### src/hdl/assert_macros.svh
// Shared assertion macros. Each expects clk and rst_n in scope.
`ifndef ASSERT_MACROS_SVH
`define ASSERT_MACROS_SVH

// Property checked on every clock outside reset.
`define ASSERT_AT(label, prop, msg) \
    label: assert property (@(posedge clk) disable iff (!rst_n) (prop)) else $error(msg);

// Condition that must never be seen outside reset.
`define ASSERT_NEVER(label, cond, msg) \
    label: assert property (@(posedge clk) disable iff (!rst_n) !(cond)) else $error(msg);

`endif

### src/hdl/scm_pkg.sv
package scm_pkg;

    localparam int DMEM_WORDS = 64;
    localparam int DMEM_AW    = $clog2(DMEM_WORDS);
    localparam logic [31:0] DMEM_WORDS_W = 32'(DMEM_WORDS);

    // item kinds
    localparam logic [1:0] FUNC_EXEC  = 2'd0;
    localparam logic [1:0] FUNC_LDREG = 2'd1;
    localparam logic [1:0] FUNC_LDMEM = 2'd2;

    // opcodes
    localparam logic [5:0] OP_RTYPE = 6'd0;
    localparam logic [5:0] OP_JMP1  = 6'd1;
    localparam logic [5:0] OP_JMP2  = 6'd2;
    localparam logic [5:0] OP_JMP3  = 6'd3;
    localparam logic [5:0] OP_BEQ   = 6'd4;
    localparam logic [5:0] OP_LW    = 6'd35;
    localparam logic [5:0] OP_SW    = 6'd43;

    // R-type function codes
    localparam logic [5:0] FN_ADD = 6'd32;
    localparam logic [5:0] FN_SUB = 6'd34;
    localparam logic [5:0] FN_AND = 6'd36;
    localparam logic [5:0] FN_OR  = 6'd37;
    localparam logic [5:0] FN_NOR = 6'd39;
    localparam logic [5:0] FN_SLT = 6'd42;

    typedef struct packed {
        logic [1:0]         func;
        logic [31:0]        instr_word;
        logic [5:0]         load_index;
        logic signed [31:0] load_value;
    } scm_in_t;

    typedef struct packed {
        logic [31:0]        pc_after;
        logic               reg_written;
        logic [4:0]         dest_reg;
        logic signed [31:0] written_value;
        logic               mem_written;
        logic [31:0]        mem_byte_address;
        logic signed [31:0] stored_value;
        logic               branch_taken;
    } scm_out_t;

    // execute-stage result plus memory control
    typedef struct packed {
        logic [31:0]         pc_next;
        logic                reg_written;
        logic [4:0]          dest_reg;
        logic [31:0]         written_value;
        logic                ld;
        logic                ld_ok;
        logic                mem_written;
        logic [DMEM_AW-1:0]  dm_idx;
        logic [31:0]         mem_byte_address;
        logic [31:0]         stored_value;
        logic                branch_taken;
    } scm_exec_t;

    // register write in flight
    typedef struct packed {
        logic        en;
        logic [4:0]  dest;
        logic [31:0] value;
    } scm_wb_t;

endpackage

### src/hdl/scm_exec.sv
module scm_exec (
    input  scm_pkg::scm_in_t   item,
    input  logic [31:0]        pc,
    input  logic [31:0]        op_a,
    input  logic [31:0]        op_b,
    output scm_pkg::scm_exec_t res
);

    import scm_pkg::*;

    logic [31:0] w;
    logic [5:0]  op;
    logic [4:0]  rt;
    logic [4:0]  rd;
    logic [5:0]  fc;
    logic [31:0] imm;
    logic [31:0] seq;
    logic [31:0] addr;
    logic [31:0] widx;
    logic [31:0] li_w;

    assign w    = item.instr_word;
    assign op   = w[31:26];
    assign rt   = w[20:16];
    assign rd   = w[15:11];
    assign fc   = w[5:0];
    assign imm  = {{16{w[15]}}, w[15:0]};
    assign seq  = pc + 32'd4;
    assign addr = op_a + imm;
    assign widx = {2'b00, addr[31:2]};
    assign li_w = {26'd0, item.load_index};

    always_comb
    begin
        res = '0;
        res.pc_next = pc;
        case (item.func)
            FUNC_EXEC:
            begin
                res.pc_next = seq;
                case (op)
                    OP_RTYPE:
                    begin
                        res.reg_written = (rd != 5'd0);
                        case (fc)
                            FN_ADD: res.written_value = op_a + op_b;
                            FN_SUB: res.written_value = op_a - op_b;
                            FN_AND: res.written_value = op_a & op_b;
                            FN_OR:  res.written_value = op_a | op_b;
                            FN_NOR: res.written_value = ~(op_a | op_b);
                            FN_SLT: res.written_value =
                                {31'd0, $signed(op_a) < $signed(op_b)};
                            default: res.reg_written = 1'b0;
                        endcase
                        if (res.reg_written)
                            res.dest_reg = rd;
                        else
                            res.written_value = '0;
                    end
                    OP_JMP1, OP_JMP2, OP_JMP3:
                    begin
                        res.pc_next      = {4'd0, w[25:0], 2'b00} + seq;
                        res.branch_taken = 1'b1;
                    end
                    OP_LW:
                    begin
                        // value arrives from data memory in the result stage
                        res.dm_idx = widx[DMEM_AW-1:0];
                        if (rt != 5'd0)
                        begin
                            res.reg_written = 1'b1;
                            res.dest_reg    = rt;
                            res.ld          = 1'b1;
                            res.ld_ok       = (widx < DMEM_WORDS_W);
                        end
                    end
                    OP_SW:
                    begin
                        res.dm_idx = widx[DMEM_AW-1:0];
                        if (widx < DMEM_WORDS_W)
                        begin
                            res.mem_written      = 1'b1;
                            res.mem_byte_address = addr;
                            res.stored_value     = op_b;
                        end
                    end
                    OP_BEQ:
                    begin
                        if (op_a == op_b)
                        begin
                            res.pc_next      = seq + {imm[29:0], 2'b00};
                            res.branch_taken = 1'b1;
                        end
                    end
                    default: ;
                endcase
            end
            FUNC_LDREG:
            begin
                if (!item.load_index[5] && item.load_index[4:0] != 5'd0)
                begin
                    res.reg_written   = 1'b1;
                    res.dest_reg      = item.load_index[4:0];
                    res.written_value = item.load_value;
                end
            end
            FUNC_LDMEM:
            begin
                res.dm_idx = li_w[DMEM_AW-1:0];
                if (li_w < DMEM_WORDS_W)
                begin
                    res.mem_written      = 1'b1;
                    res.mem_byte_address = {24'd0, item.load_index, 2'b00};
                    res.stored_value     = item.load_value;
                end
            end
            default: ;
        endcase
    end

endmodule

### config.mk
export PLATFORM = sky130hd
export DESIGN_NAME = scm_exec
export DESIGN_NICKNAME = d
export VERILOG_FILES = /design/src/hdl/assert_macros.svh /design/src/hdl/scm_pkg.sv /design/src/hdl/scm_exec.sv
export SDC_FILE = /design/constraint.sdc
export NUM_CORES = 1
export LEC_CHECK = 0
export BUFFER_PORTS_ARGS = -buffer_cell sky130_fd_sc_hd__buf_2
export CAP_MARGIN = 10
export CELL_PAD_IN_SITES_DETAIL_PLACEMENT = 1
export CELL_PAD_IN_SITES_GLOBAL_PLACEMENT = 2
export CORE_ASPECT_RATIO = 1.1
export CORE_UTILIZATION = 26
export DETAILED_ROUTE_END_ITERATION = 8
export GPL_TIMING_DRIVEN = 0
export PLACE_DENSITY = 0.91
export SYNTH_ARGS = -nofsm -noshare
export SYNTH_HDL_FRONTEND = slang
export SYNTH_SLANG_ARGS = --single-unit
### constraint.sdc
create_clock -name vclk -period 4.1
set_clock_uncertainty 0.05 [all_clocks]
set_input_delay 0 -clock vclk [all_inputs]
set_output_delay 0 -clock vclk [all_outputs]
set_load 0.01 [all_outputs]
# Word-level counts from Yosys, hierarchy flattened
# Cells that the tools add are included.
dict set report word_totals {
  regBits 0
  inputBits 168
  output_inout_bits 144
}
dict set report classes {
  add_sub_neg 6
  order_cmp 3
  n_eq_ne 15
  n_mux 28
  bitwise 3
  reduce_logical 10
}
# op n
set op_table {}
lappend op_table {{one-hot mux 32 bit (6 select lines)} 1}
lappend op_table {{one-hot mux 71 bit (2 select lines)} 1}
lappend op_table {{two-way mux 32 bit} 4}
lappend op_table {{two-way mux 64 bit} 2}
lappend op_table {{adder 32 bit} 3}
lappend op_table {{one-hot mux 38 bit (2 select lines)} 1}
lappend op_table {{one-hot mux 32 bit (2 select lines)} 1}
lappend op_table {{equality test 6 bit (second input constant)} 8}
lappend op_table {{two-way mux 40 bit} 1}
lappend op_table {{two-way mux 38 bit} 1}
lappend op_table {{adder 28 x 32 -> 32 bit} 1}
lappend op_table {{adder 32 x 3 -> 32 bit (second input constant)} 1}
lappend op_table {{bitwise AND 32 bit} 1}
lappend op_table {{equality test 32 bit} 1}
lappend op_table {{less-than comparator 32 bit} 1}
lappend op_table {{inverter 32 bit} 1}
lappend op_table {{OR 32 bit} 1}
lappend op_table {{subtractor 32 bit} 1}
lappend op_table {{less-than comparator 30 x 7 -> 1 bit (second input constant)} 1}
lappend op_table {{nonzero test 5 bit} 3}
lappend op_table {{equality test 6 x 2 -> 1 bit (second input constant)} 2}
lappend op_table {{two-way mux 6 bit} 2}
lappend op_table {{one-hot mux 6 bit (2 select lines)} 1}
lappend op_table {{two-way mux 1 bit} 8}
lappend op_table {{other kinds (15)} 17}

# Depth between registers and ports, before layout
dict set report logic_depth {
  word_depth 8
  mapped_depth 20
  ltp_nobuf 18
}

# Worst setup path before layout
# No wires, ideal clock.
dict set report synth_path {
  path_kind {input -> output}
  start {input port pc[2]}
  end {output port res[143] in the netlist's numbering}
  arrival_ns 4.057
  path_slack_ns -0.007
  stages 19
  n_path_buf 2
  cell_sequence {ha_1 > and3_1 > clkbuf_1 > nand3_1 > nor3_1 > and4_1 > clkbuf_1 > xor2_1 > ha_1 > a21o_1 > a21o_1 > a21oi_1 > o21ai_0 > and3_1 > a2111oi_0 > a21oi_1 > mux2i_1 > mux2_2 > o211ai_1}
}
# item line_no
set synth_lines {}
lappend synth_lines {{start, declared} scm_exec.sv:3} ;# input logic [31:0] pc,
lappend synth_lines {{end, declared} scm_exec.sv:6} ;# output scm_pkg::scm_exec_t res

==> reports/metrics.cfg <==
[run_status]
status = finished with violations
violations = negative setup slack

[min_path]
min_path_type = in -> out
whs_path_depth = 2
holdPathEnd = res[113]
hp-start = pc[1]

[global_route]
grt_max_degree = 36
gr-total-overflow = 0
grt_usage_pct = 26.5
grt_pass1_vias = 15800
antenna_found_initial = 10
grt_first_pass_wirelength_mm = 93.9

[die]
die_h_microns = 223
ios = 312
row_count = 80
die_area_sq_mm = 0.0454
initial_core_util_pct = 26.6
core_sq_mm = 0.0436
die_x_microns = 203

[cells_and_area]
drive_above_1_share_pct = 21.3
layout_common_cells = buf_2 (283), o21ai_0 (162), ha_1 (160), nor2_1 (149), nand2_1 (149)
nFillCells = 5763
mostFrequentLayoutCell = buf_2
fin_nets = 2507
register_area_sq_um = 0
syn_to_final_growth_pct = 26.9
multi_input_area_sq_mm = 0.0111
design.seq.count = 0
clkbuf_count = 0
instances_no_fill = 2742

[placement]
dp_hpwl_mm = 52.4
port_buffers = 283
numPlacedInstances = 2714
globalplace.congestion = 0.962
dp_slack_ns = -1.26

[run]
maxCapViolCount = 0

[drt]
wl_per_cell_microns = 23.2
drt_iter0_markers = 1014
post-route-drc-count = 0
vias = 15600
wirelength_mm = 63.5
dr.pass1.iters = 7
antenna_left = 0
vias_per_cell = 5.71

[sta]
layout_min_cycle_time_ns = 4.11
worst_slew_pin_slew_ns = 1.02
final_max_slew_viol_count = 0
fin_ws_ns = -0.0114
hold_viol = 0
rsz0062_at_grt = yes
setup_violations = 1
max_freq_ghz = 0.243
whs_ns = 0.134
post-route-period-util_pct = 100
slew_headroom_pct = 31.5
setup_tns_ns = -0.0114

[worst_setup_path]
path_cells = buf_8, and3_4, nand4_1, buf_6, nor2_4, nand3_2, xnor2_2, ha_4, a21o_1, a21oi_4, o211ai_1, or4_4, a221oi_4, o21ai_2, a31o_1, nand3_1, mux2_4, a211oi_2, a21oi_2, buf_2
path_max_fanout = 5
critical_path_class = in -> out
cpMaxStageDelayCell = or4_4
worstSetupEndpointType = primary output
cp.arrival_ns = 4.06
slowest_delay_ns = 0.58
worstPathRequired_ns = 4.05
worst_setup_path_start_kind = primary input

[synthesis]
syn-cell-area_sq_mm = 0.0116
synth.distinct_cells = 80
synth_seq_area_share_pct = 0
syn_inst = 1834
syn_avg_cell_area_sq_um = 6.32
yosys_warnings = 0

[power_and_ir_drop]
switching_share_pct = 63.2
vdd_ir_drop_max_mv = 0.0843
power.share.clock_pct = 0
comb_power_share_pct = 100.0
p_int_w = 0.000736
powerDensity_mw_per_mm2 = 136
p_leak_nw = 6.65
p_seq_share_pct = 0
p_switching_w = 0.00126

[cts]
hold_buffers = 0

-- metal layers --
metal / vias up / GRT usage [%] / part of all wire [%]
met5: - / 0 / 0.17
met4: 16 / 11.8 / 5.4
met3: 147 / 2.40 / 5.3
met2: 538 / 46.1 / 47
met1: 7655 / 32.8 / 42
li1: 7293 / - / -
-- cells in the mapped netlist (5+ instances only) --
cell,instances,share of area [%]
a211o_1,8,0.60
o31ai_1,11,0.71
inv_1,124,4.0
o22ai_1,13,0.70
nor2b_1,16,0.86
xnor2_1,66,5.0
a21oi_1,150,6.5
nor2_1,157,5.1
o211ai_1,13,0.84
nand4_1,20,1.1
o21ai_0,164,7.1
a211oi_1,17,1.1
or4_1,9,0.58
nand2b_1,21,1.1
xor2_1,39,2.9
o2111ai_1,5,0.38
a2111oi_0,5,0.38
nor4_1,17,0.92
and2_1,8,0.43
a31oi_1,24,1.3
nand3_1,99,4.3
and4_1,7,0.53
or3_1,16,0.86
a22o_1,40,3.0
buf_4,27,1.7
nand2_1,151,4.9
clkbuf_1,97,3.1
a22oi_1,39,2.5
a221oi_1,5,0.38
o21ai_1,23,0.99
nor3_1,68,2.9
o31a_1,6,0.45
and3_1,18,0.97
o21bai_1,25,1.6
ha_1,167,18
o21a_1,18,1.2
or2_2,7,0.38
mux2i_1,5,0.43
a21o_1,50,3.2
-- power by group through the flow --
stage / logic, W / clock network (W) / registers (W)
5_1_grt: 0.00216 / 0.0000000000326 / 0
3_5_place_dp: 0.00184 / 0 / 0
3_3_place_gp: 0.00180 / 0 / 0
6_report: 0.00200 / 0.0000000000653 / 0
2_1_floorplan: 0.00119 / 0 / 0
4_1_cts: 0.00190 / 0 / 0
-- per-stage QoR --
stage / power (W) / area [sq um] / utilization, %
floorplan: 0.00119 / 11700 / -
global placement: 0.00180 / 13800 / 31.7
detailed placement: 0.00184 / 13800 / 31.7
CTS: 0.00190 / 14200 / 32.5
global route: 0.00216 / 14700 / 33.7
finish: 0.00200 / 14700 / 33.7
-- final cells by class --
class,count,area share [%]
Multi-Input combinational cell,1595,75.5
Antenna cell,2,0.0340
Inverter,127,3.27
Buffer,129,4.61
Timing Repair Buffer,315,11.7
Tap cell,574,4.88
-- worst max-delay path, delay by kind of cell --
family	cells	cell delay [ns]
compound gates	8	1.44
xor+xnor	1	0.24
simple gates	6	1.35
mux	1	0.31
buf+inv	3	0.45
fa+ha+maj	1	0.25
-- cells by family after synthesis --
logic type,after synthesis,share of synthesized area [%]
other,1,0.0324
XOR/XNOR,105,7.93
AND/OR/NAND/NOR,625,25.9
adder cells (fa/ha/maj),171,18.7
buffers and inverters,262,10.0
multiplexers,7,0.626
AO/OA/AOI/OAI,663,36.8
-- how the worst max path moves through the flow --
stage,slack (ns),endpoint,start,depth (start not counted)
3_3_place_gp,-1.15,res[143],pc[2],21
4_1_cts,-0.02,res[143],pc[2],19
2_1_floorplan,0.09,res[143],pc[2],19
5_1_grt,-0.23,res[140],pc[3],21
3_5_place_dp,-1.26,res[143],pc[2],21
6_report,-0.01,res[142],pc[3],20
-- repair_timing --
item	CTS	global route
pin swaps	21	36
resized for setup	62	82
setup buffers	18	14
setup endpoints to repair	63	52
No activity file was read; power rests on OpenSTA's default activity.
