==> config.mk <==
export PLATFORM = sky130hd
export DESIGN_NAME = scm_regfile
export DESIGN_NICKNAME = d
export VERILOG_FILES = /design/src/hdl/scm_pkg.sv /design/src/hdl/scm_ram.sv /design/src/hdl/scm_regfile.sv
export VERILOG_INCLUDE_DIRS = /design/src /design/src/hdl
export SDC_FILE = /design/constraint.sdc
export NUM_CORES = 1
export LEC_CHECK = 0
export BUFFER_PORTS_ARGS = -buffer_cell sky130_fd_sc_hd__clkbuf_2
export CAP_MARGIN = 0
export CORE_MARGIN = 2
export CORE_UTILIZATION = 55
export DETAILED_ROUTE_END_ITERATION = 7
export PLACE_DENSITY = 0.74
export SLEW_MARGIN = 0
export SYNTH_ARGS = -nofsm -noshare
export SYNTH_HDL_FRONTEND = slang
export SYNTH_SLANG_ARGS = --single-unit
==> constraint.sdc <==
create_clock -name clk -period 1.71 [get_ports clk]
set_input_delay 0 -clock clk [delete_from_list [all_inputs] [get_ports clk]]
set_output_delay 0 -clock clk [all_outputs]
set_load 0.02 [all_outputs]
==> src/hdl/assert_macros.svh <==
// Shared assertion macros. Each expects clk and rst_n in scope.
`ifndef ASSERT_MACROS_SVH
`define ASSERT_MACROS_SVH

// Property checked on every clock outside reset.
`define ASSERT_AT(label, prop, msg) \
    label: assert property (@(posedge clk) disable iff (!rst_n) (prop)) else $error(msg);

// Condition that must never be seen outside reset.
`define ASSERT_NEVER(label, cond, msg) \
    label: assert property (@(posedge clk) disable iff (!rst_n) !(cond)) else $error(msg);

`endif

==> src/hdl/scm_pkg.sv <==
package scm_pkg;

    localparam int DMEM_WORDS = 64;
    localparam int DMEM_AW    = $clog2(DMEM_WORDS);
    localparam logic [31:0] DMEM_WORDS_W = 32'(DMEM_WORDS);

    // item kinds
    localparam logic [1:0] FUNC_EXEC  = 2'd0;
    localparam logic [1:0] FUNC_LDREG = 2'd1;
    localparam logic [1:0] FUNC_LDMEM = 2'd2;

    // opcodes
    localparam logic [5:0] OP_RTYPE = 6'd0;
    localparam logic [5:0] OP_JMP1  = 6'd1;
    localparam logic [5:0] OP_JMP2  = 6'd2;
    localparam logic [5:0] OP_JMP3  = 6'd3;
    localparam logic [5:0] OP_BEQ   = 6'd4;
    localparam logic [5:0] OP_LW    = 6'd35;
    localparam logic [5:0] OP_SW    = 6'd43;

    // R-type function codes
    localparam logic [5:0] FN_ADD = 6'd32;
    localparam logic [5:0] FN_SUB = 6'd34;
    localparam logic [5:0] FN_AND = 6'd36;
    localparam logic [5:0] FN_OR  = 6'd37;
    localparam logic [5:0] FN_NOR = 6'd39;
    localparam logic [5:0] FN_SLT = 6'd42;

    typedef struct packed {
        logic [1:0]         func;
        logic [31:0]        instr_word;
        logic [5:0]         load_index;
        logic signed [31:0] load_value;
    } scm_in_t;

    typedef struct packed {
        logic [31:0]        pc_after;
        logic               reg_written;
        logic [4:0]         dest_reg;
        logic signed [31:0] written_value;
        logic               mem_written;
        logic [31:0]        mem_byte_address;
        logic signed [31:0] stored_value;
        logic               branch_taken;
    } scm_out_t;

    // execute-stage result plus memory control
    typedef struct packed {
        logic [31:0]         pc_next;
        logic                reg_written;
        logic [4:0]          dest_reg;
        logic [31:0]         written_value;
        logic                ld;
        logic                ld_ok;
        logic                mem_written;
        logic [DMEM_AW-1:0]  dm_idx;
        logic [31:0]         mem_byte_address;
        logic [31:0]         stored_value;
        logic                branch_taken;
    } scm_exec_t;

    // register write in flight
    typedef struct packed {
        logic        en;
        logic [4:0]  dest;
        logic [31:0] value;
    } scm_wb_t;

endpackage

==> src/hdl/scm_ram.sv <==
module scm_ram #(
    parameter int WIDTH = 32,
    parameter int DEPTH = 32
) (
    input  logic                     clk,
    input  logic                     we,
    input  logic [$clog2(DEPTH)-1:0] waddr,
    input  logic [WIDTH-1:0]         wdata,
    input  logic                     re,
    input  logic [$clog2(DEPTH)-1:0] raddr,
    output logic [WIDTH-1:0]         rdata
);

    logic [WIDTH-1:0] mem [DEPTH];
    logic [WIDTH-1:0] rdata_reg;

    always_ff @(posedge clk)
    begin
        if (we)
        begin
            mem[waddr] <= wdata;
        end
        if (re)
        begin
            rdata_reg <= mem[raddr];
        end
    end

    assign rdata = rdata_reg;

endmodule

==> src/hdl/scm_regfile.sv <==
`include "assert_macros.svh"

module scm_regfile (
    input  logic            clk,
    input  logic            rst_n,
    input  logic            rd_en,
    input  logic [4:0]      rd_addr_a,
    input  logic [4:0]      rd_addr_b,
    input  scm_pkg::scm_wb_t wb,
    input  logic            commit,
    output logic [31:0]     op_a,
    output logic [31:0]     op_b
);

    import scm_pkg::*;

    logic [31:0] valid_reg;
    logic        last_vld_reg;
    logic [4:0]  last_dest_reg;
    logic [31:0] last_val_reg;
    logic [4:0]  addr_a_reg;
    logic [4:0]  addr_b_reg;
    logic [31:0] q_a;
    logic [31:0] q_b;
    logic        wr;

    assign wr = commit && wb.en;

    // two copies give two read ports
    scm_ram #(.WIDTH(32), .DEPTH(32)) u_bank_a (
        .clk   (clk),
        .we    (wr),
        .waddr (wb.dest),
        .wdata (wb.value),
        .re    (rd_en),
        .raddr (rd_addr_a),
        .rdata (q_a)
    );

    scm_ram #(.WIDTH(32), .DEPTH(32)) u_bank_b (
        .clk   (clk),
        .we    (wr),
        .waddr (wb.dest),
        .wdata (wb.value),
        .re    (rd_en),
        .raddr (rd_addr_b),
        .rdata (q_b)
    );

    always_ff @(posedge clk)
    begin
        if (rd_en)
        begin
            addr_a_reg <= rd_addr_a;
            addr_b_reg <= rd_addr_b;
        end
        if (wr)
        begin
            last_dest_reg <= wb.dest;
            last_val_reg  <= wb.value;
        end
    end

    always_ff @(posedge clk or negedge rst_n)
    begin
        if (!rst_n)
        begin
            valid_reg    <= '0;
            last_vld_reg <= 1'b0;
        end
        else if (wr)
        begin
            valid_reg[wb.dest] <= 1'b1;
            last_vld_reg       <= 1'b1;
        end
    end

    // pending write, then the write the bank read missed, then storage; never-written registers read zero
    function automatic logic [31:0] pick(input logic [4:0] a, input logic [31:0] q);
        logic [31:0] v;
        if (wb.en && wb.dest == a)
            v = wb.value;
        else if (last_vld_reg && last_dest_reg == a)
            v = last_val_reg;
        else if (valid_reg[a])
            v = q;
        else
            v = '0;
        return v;
    endfunction

    assign op_a = pick(addr_a_reg, q_a);
    assign op_b = pick(addr_b_reg, q_b);

    `ASSERT_NEVER(a_r0_never_valid, valid_reg[0], "register zero marked written")
    `ASSERT_NEVER(a_no_r0_write, wb.en && wb.dest == 5'd0, "write aimed at register zero")

endmodule

# --- Yosys cells after proc, flatten, opt, wreduce, memory -nomap -nowiden ---
# Memory sizes are Yosys's and may differ from the RTL's. A register that Yosys moved wholly into a read port is not among the register bits.
# Index checks and enable logic that the tools add are counted.
word_totals:
  n_memories: 2
  latch_bits: 0
  word_cells: 37
  input_bits: 52
  ram_bits: 2048
  out_inout_bits: 64
  ff_bits: 80
  rom_bits: 0
mem_list:
  columns: ["memory", "words", "word_bits", "read_ports", "rd_ports_with_merged_regs", "wr", "line_no", "text"]
  rows:
  - ["u_bank_a.mem", 32, 32, 1, 1, 1, "scm_ram.sv:14", "logic [WIDTH-1:0] mem [DEPTH];"]
  - ["u_bank_b.mem", 32, 32, 1, 1, 1, "scm_ram.sv:14", null]
classes:
  eq_ne: 4
  magnitude_cmp: 4
  shift: 0
  n_bitwise: 1
  n_addsub: 0
  n_reduce_logical: 6
  muxes: 14
  n_div: 0
  n_mul: 0
op_table:
  columns: ["op", "n"]
  rows:
  - ["32-bit two-way mux", 6]
  - ["32-bit bitwise OR", 1]
  - ["5-bit == test", 4]
  - ["5-bit by 6-bit less-than comparator with 1-bit output (second input constant)", 3]
  - ["1-bit binary-select mux with 5-bit select", 2]
  - ["1-bit logical AND", 6]
  - ["1-bit demux with 5-bit select", 1]
  - ["5-bit by 1-bit greater-or-equal comparator with 1-bit output (second input constant)", 1]
  - ["1-bit two-way mux", 5]

# --- Logic depth before layout (Yosys ltp) ---
logic_depth:
  ltp_word: 5
  ltp_mapped: 8
  ltp_nobuf: 5

# --- By module ---
# A second synthesis with hierarchy kept.
unflattened:
  cells_unflattened: 5062
  area_unflattened_um2: 87078.5
modules_own_cells:
  columns: ["mod", "area_per_inst_um2", "n_inst", "seq_area_each_um2", "cells_each"]
  rows:
  - ["scm_ram", 40805.4, 2, 31710.4, 2260]
  - ["scm_regfile", 5467.7, 1, 2237.1, 542]

# --- Worst setup path after synthesis ---
# No wires, ideal clock.
synth_timing:
  path_kind: "input -> register"
  start: "input port commit"
  end: "memory u_bank_b.mem[13][0], enable pin"
  setup_time_ns: 0.422
  arrival_ns: 2.719
  cell_stages: 4
  n_path_buf: 0
  t_required_ns: 1.288
  slack_ns: -1.431
  cell_sequence: "nand2_1 -> inv_1 -> nand3b_1 -> nor2_1"
synth_between:
  elab_chain_cells: 3
synth_lines:
  columns: ["item", "line_no", "text"]
  rows:
  - ["from (decl)", "scm_regfile.sv:10", "input logic commit,"]
  - ["1-bit logical AND", "scm_regfile.sv:27", "assign wr = commit && wb.en;"]
  - ["named net u_bank_a.we", "scm_ram.sv:6", "input logic we,"]
  - ["1-bit two-way mux", "scm_ram.sv:19", "if (we)"]
  - ["1-bit two-way mux (not written as such)", "scm_ram.sv:21", "mem[waddr] <= wdata;"]
  - ["to (decl)", "scm_ram.sv:14", null]
# The timed path passes the listed nets, and every way through them passes these cells.

# --- Worst setup path after layout ---
layout_timing:
  start: "register addr_a_reg[1]"
  end: "output port op_a[5]"
layout_between:
  elab_chain_cells: 5
  word_cells_on_any_way: 9
  cone_classes: "2 x eq/ne; 5 x mux; 2 x reduce/logical"
layout_lines:
  columns: ["item", "line_no", "text"]
  rows:
  - ["from (decl)", "scm_regfile.sv:21", "logic [4:0] addr_a_reg;"]
  - ["from (signal assigned)", "scm_regfile.sv:54", "addr_a_reg <= rd_addr_a;"]
  - ["1-bit binary-select mux with 5-bit select", "scm_regfile.sv:85", "else if (valid_reg[a])"]
  - ["1-bit two-way mux (not written as such)", "scm_regfile.sv:85", null]
  - ["32-bit two-way mux", "scm_regfile.sv:85", null]
  - ["32-bit two-way mux", "scm_regfile.sv:83", "else if (last_vld_reg && last_dest_reg == a)"]
  - ["32-bit two-way mux (*)", "scm_regfile.sv:81", "if (wb.en && wb.dest == a)"]
  - ["to (decl)", "scm_regfile.sv:11", "output logic [31:0] op_a,"]
# Mark *: on every way between the ends. The rest lies on a longest branch, timed or not. The select of a mux whose other input is x is not followed.

==> results.ini <==
[power]
combPwrFrac_pct=12.2
p_per_area_nw_per_um2=1010
p_leak_nw=21.8
seqPwrFrac_pct=49.0
swShare_pct=23.1
switchingPower_mw=15.3
power_mw=66.1
pwr-share-clk_pct=38.9
intPower_mw=50.8
peakVddDrop_mv=0.912

[floorplanning]
fp-row-count=114
num_io_pins=116
die_h_um=317
dieArea_um2=100000
die_x_um=317
initial_utilization_pct=55.5
coreArea_um2=96900

[clock_network]
cts_buffer_depth=3
cts_htree_levels=3
cts_tree=done
clk_latency_ns=0.70
cts-buffers-inserted=116
cts.reportedPaths.clkPinSlew_ns=0.06
root_buffer=clkbuf_16
cts_sinks=1168

[sta]
slew_headroom_pct=43.2
fmax_mhz=324
grt_setup_unrepaired=true
worst_slack_ns=-1.38
tightestPinTransition_ns=0.853
fin_crit_sh_pct=181
finalSetupTns_ns=-94.38
maxSlewViolCount=0
hold_viol_final=0
setup_violations=128
fin_crit_ns=3.09
skew_ns=0.0233

[critical_path]
reg2reg_from=u_bank_b.mem[7][28]
arrival_ns=3.09
critPathKind=reg2out
setup.worst_path.end_class=output port
cp-start-kind=register
startpoint=addr_a_reg[1]
cp_max_fo=17
cp.required_ns=1.71

[place]
gp_congestion=0.888
dp_hpwl_mm=96.5
numPortBuffers=115
dp_slack_ns=-0.670
dp_cells=4008

[layout]
regMostFlops=u_bank_b.mem
diodes=0
area_growth_pct=21.4
fin_nets=2958
fill_cells=5828
largest_reg_flops=992
drive_above_1_share_pct=48.7
stdcell_count=4277

[global_route]
overflow=0
grt_start_max_net_pins=39
grt_pass1_wl_mm=226
antenna_found_initial=2
grt_usage_pct=32.1
grt_use_met3_pct=6.25
grt_pass1_vias=31800
grt-busiest-layer=met2
grtUsageMet1_pct=44.0
grt_use_met2_pct=52.3

[synth]
synth_common_cells=edfxtp_1 (1,135), mux4_2 (650), clkbuf_1 (98), mux2i_1 (90), nand2_1 (70)
ys_seq_elements=1168
yosysMostFrequentCell=edfxtp_1
syn_area_um2=53800
ys_warn_count=0
synth_edf_count=1135
synth_area_leaders=edfxtp_1 (63%), mux4_2 (27%), mux2i_1 (1.7%)
ys_seq_area_share_pct=64.9
synth.top_cell.area_share_pct=63.4
synth_ff_type=edfxtp_1
synth_cell_types=28
synthCells=2513
post_synth.cell_area_avg_um2=21.4
async_flop_share_pct=2.83
synth_nets=2565
yosysTopAreaCell=edfxtp_1

[route]
vias_per_cell=7.22
drt.antenna.violating_nets=0
vias=30900
drt-initial-drc-count=4160
drcViolationCount=0
wl_per_cell_um=36.6
wirelength_mm=157
firstDrtPassIters=5

[min_path]
min-delay-start=wb[30]
hp-class=in2reg

[run_status]
outcome=complete, but fails checks
failed_checks=setup timing

[flow_run]
maxCapViolCount=0

-- cells by family after synthesis --
family / count (synthesis) / synth area share (%)
multiplexers: 804 / 30.2
buffers and inverters: 226 / 1.88
AO/OA/AOI/OAI: 66 / 0.624
flip-flops: 1168 / 64.9
AND/OR/NAND/NOR: 229 / 2.02
XOR/XNOR: 20 / 0.326
-- path summary, 6_finish.rpt --
| check | slack, ns | end | depth (start not counted) |
|---|---|---|---|
| max in group asynchronous | 0.71 | valid_reg[4] | 3 |
| hold / removal | 0.01 | last_val_reg[30] | 1 |
| setup reg to reg | -0.27 | u_bank_b.rdata[28] | 3 |
| hold reg to reg | 0.52 | valid_reg[26] | 1 |
| min in group asynchronous | 0.47 | valid_reg[20] | 3 |
| setup / recovery | -1.38 | op_a[5] | 9 |
-- through the flow --
| step | utilization (%) | hold slack [ns] | area (um^2) |
|---|---|---|---|
| 6_report | 67.4 | 0.0143 | 65300 |
| 2_1_floorplan | - | -0.296 | 55600 |
| 5_1_grt | 67.4 | 0.0596 | 65300 |
| 3_3_place_gp | 62.0 | 0.139 | 60000 |
| 4_1_cts | 67.3 | 0.00154 | 65200 |
| 3_5_place_dp | 62.0 | 0.143 | 60000 |
-- power by group through the flow --
stage,Clock (mW),Combinational [mW],Sequential [mW]
floorplan,0,4.79,32.8
global placement,0,7.12,32.9
detailed placement,0,7.26,32.9
CTS,25.9,7.96,32.3
global route,27.1,8.41,32.4
finish,25.7,8.05,32.4
-- what timing repair did --
item | CTS | global route
pin swaps | 3 | 2
gates resized for setup | 198 | 33
setup endpoints to repair | 128 | 128
hold buffers | 48 | 0
buffers inserted | 6 | 1
gates cloned | 1 | 0
hold endpoints to repair | 959 | 0
-- per-layer routing --
metal  up-vias  wire, um
met3       389     17800
met4         4      6020
met2      2323     77900
li1      11700         -
met5         -        23
met1     16500     54900
-- critical path: stages, from the launching register on --
cell and delay, ns:
edfxtp_1 0.41, buf_12 0.18, mux2i_1 0.13, mux4_2 0.52, a22oi_2 0.20, nand4b_1 0.16
buf_6 0.19, buf_12 0.17, o21ai_4 0.18, buf_4 0.16
-- cell type report --
type	instances	area (um^2)	area share [%]
Sequential cell	1168	34900	53.5
Clock buffer	146	3060	4.68
Multi-Input combinational cell	1119	19200	29.4
Inverter	33	128	0.195
Clock inverter	67	739	1.13
Timing Repair Buffer	468	5690	8.71
Tap cell	1276	1600	2.45
-- cells in the final DEF (no fill, tap or decap), drive strengths merged, types with 33 or more instances in the layout --
master	count
mux4	650
clkinv	46
nor3	64
o21ai	64
inv	34
nand2	70
dfrtp	33
buf	331
mux2	64
edfxtp	1135
nor2	39
clkbuf	235
mux2i	90
dlygate4sd3	48
No activity file was read; power rests on OpenSTA's default activity.
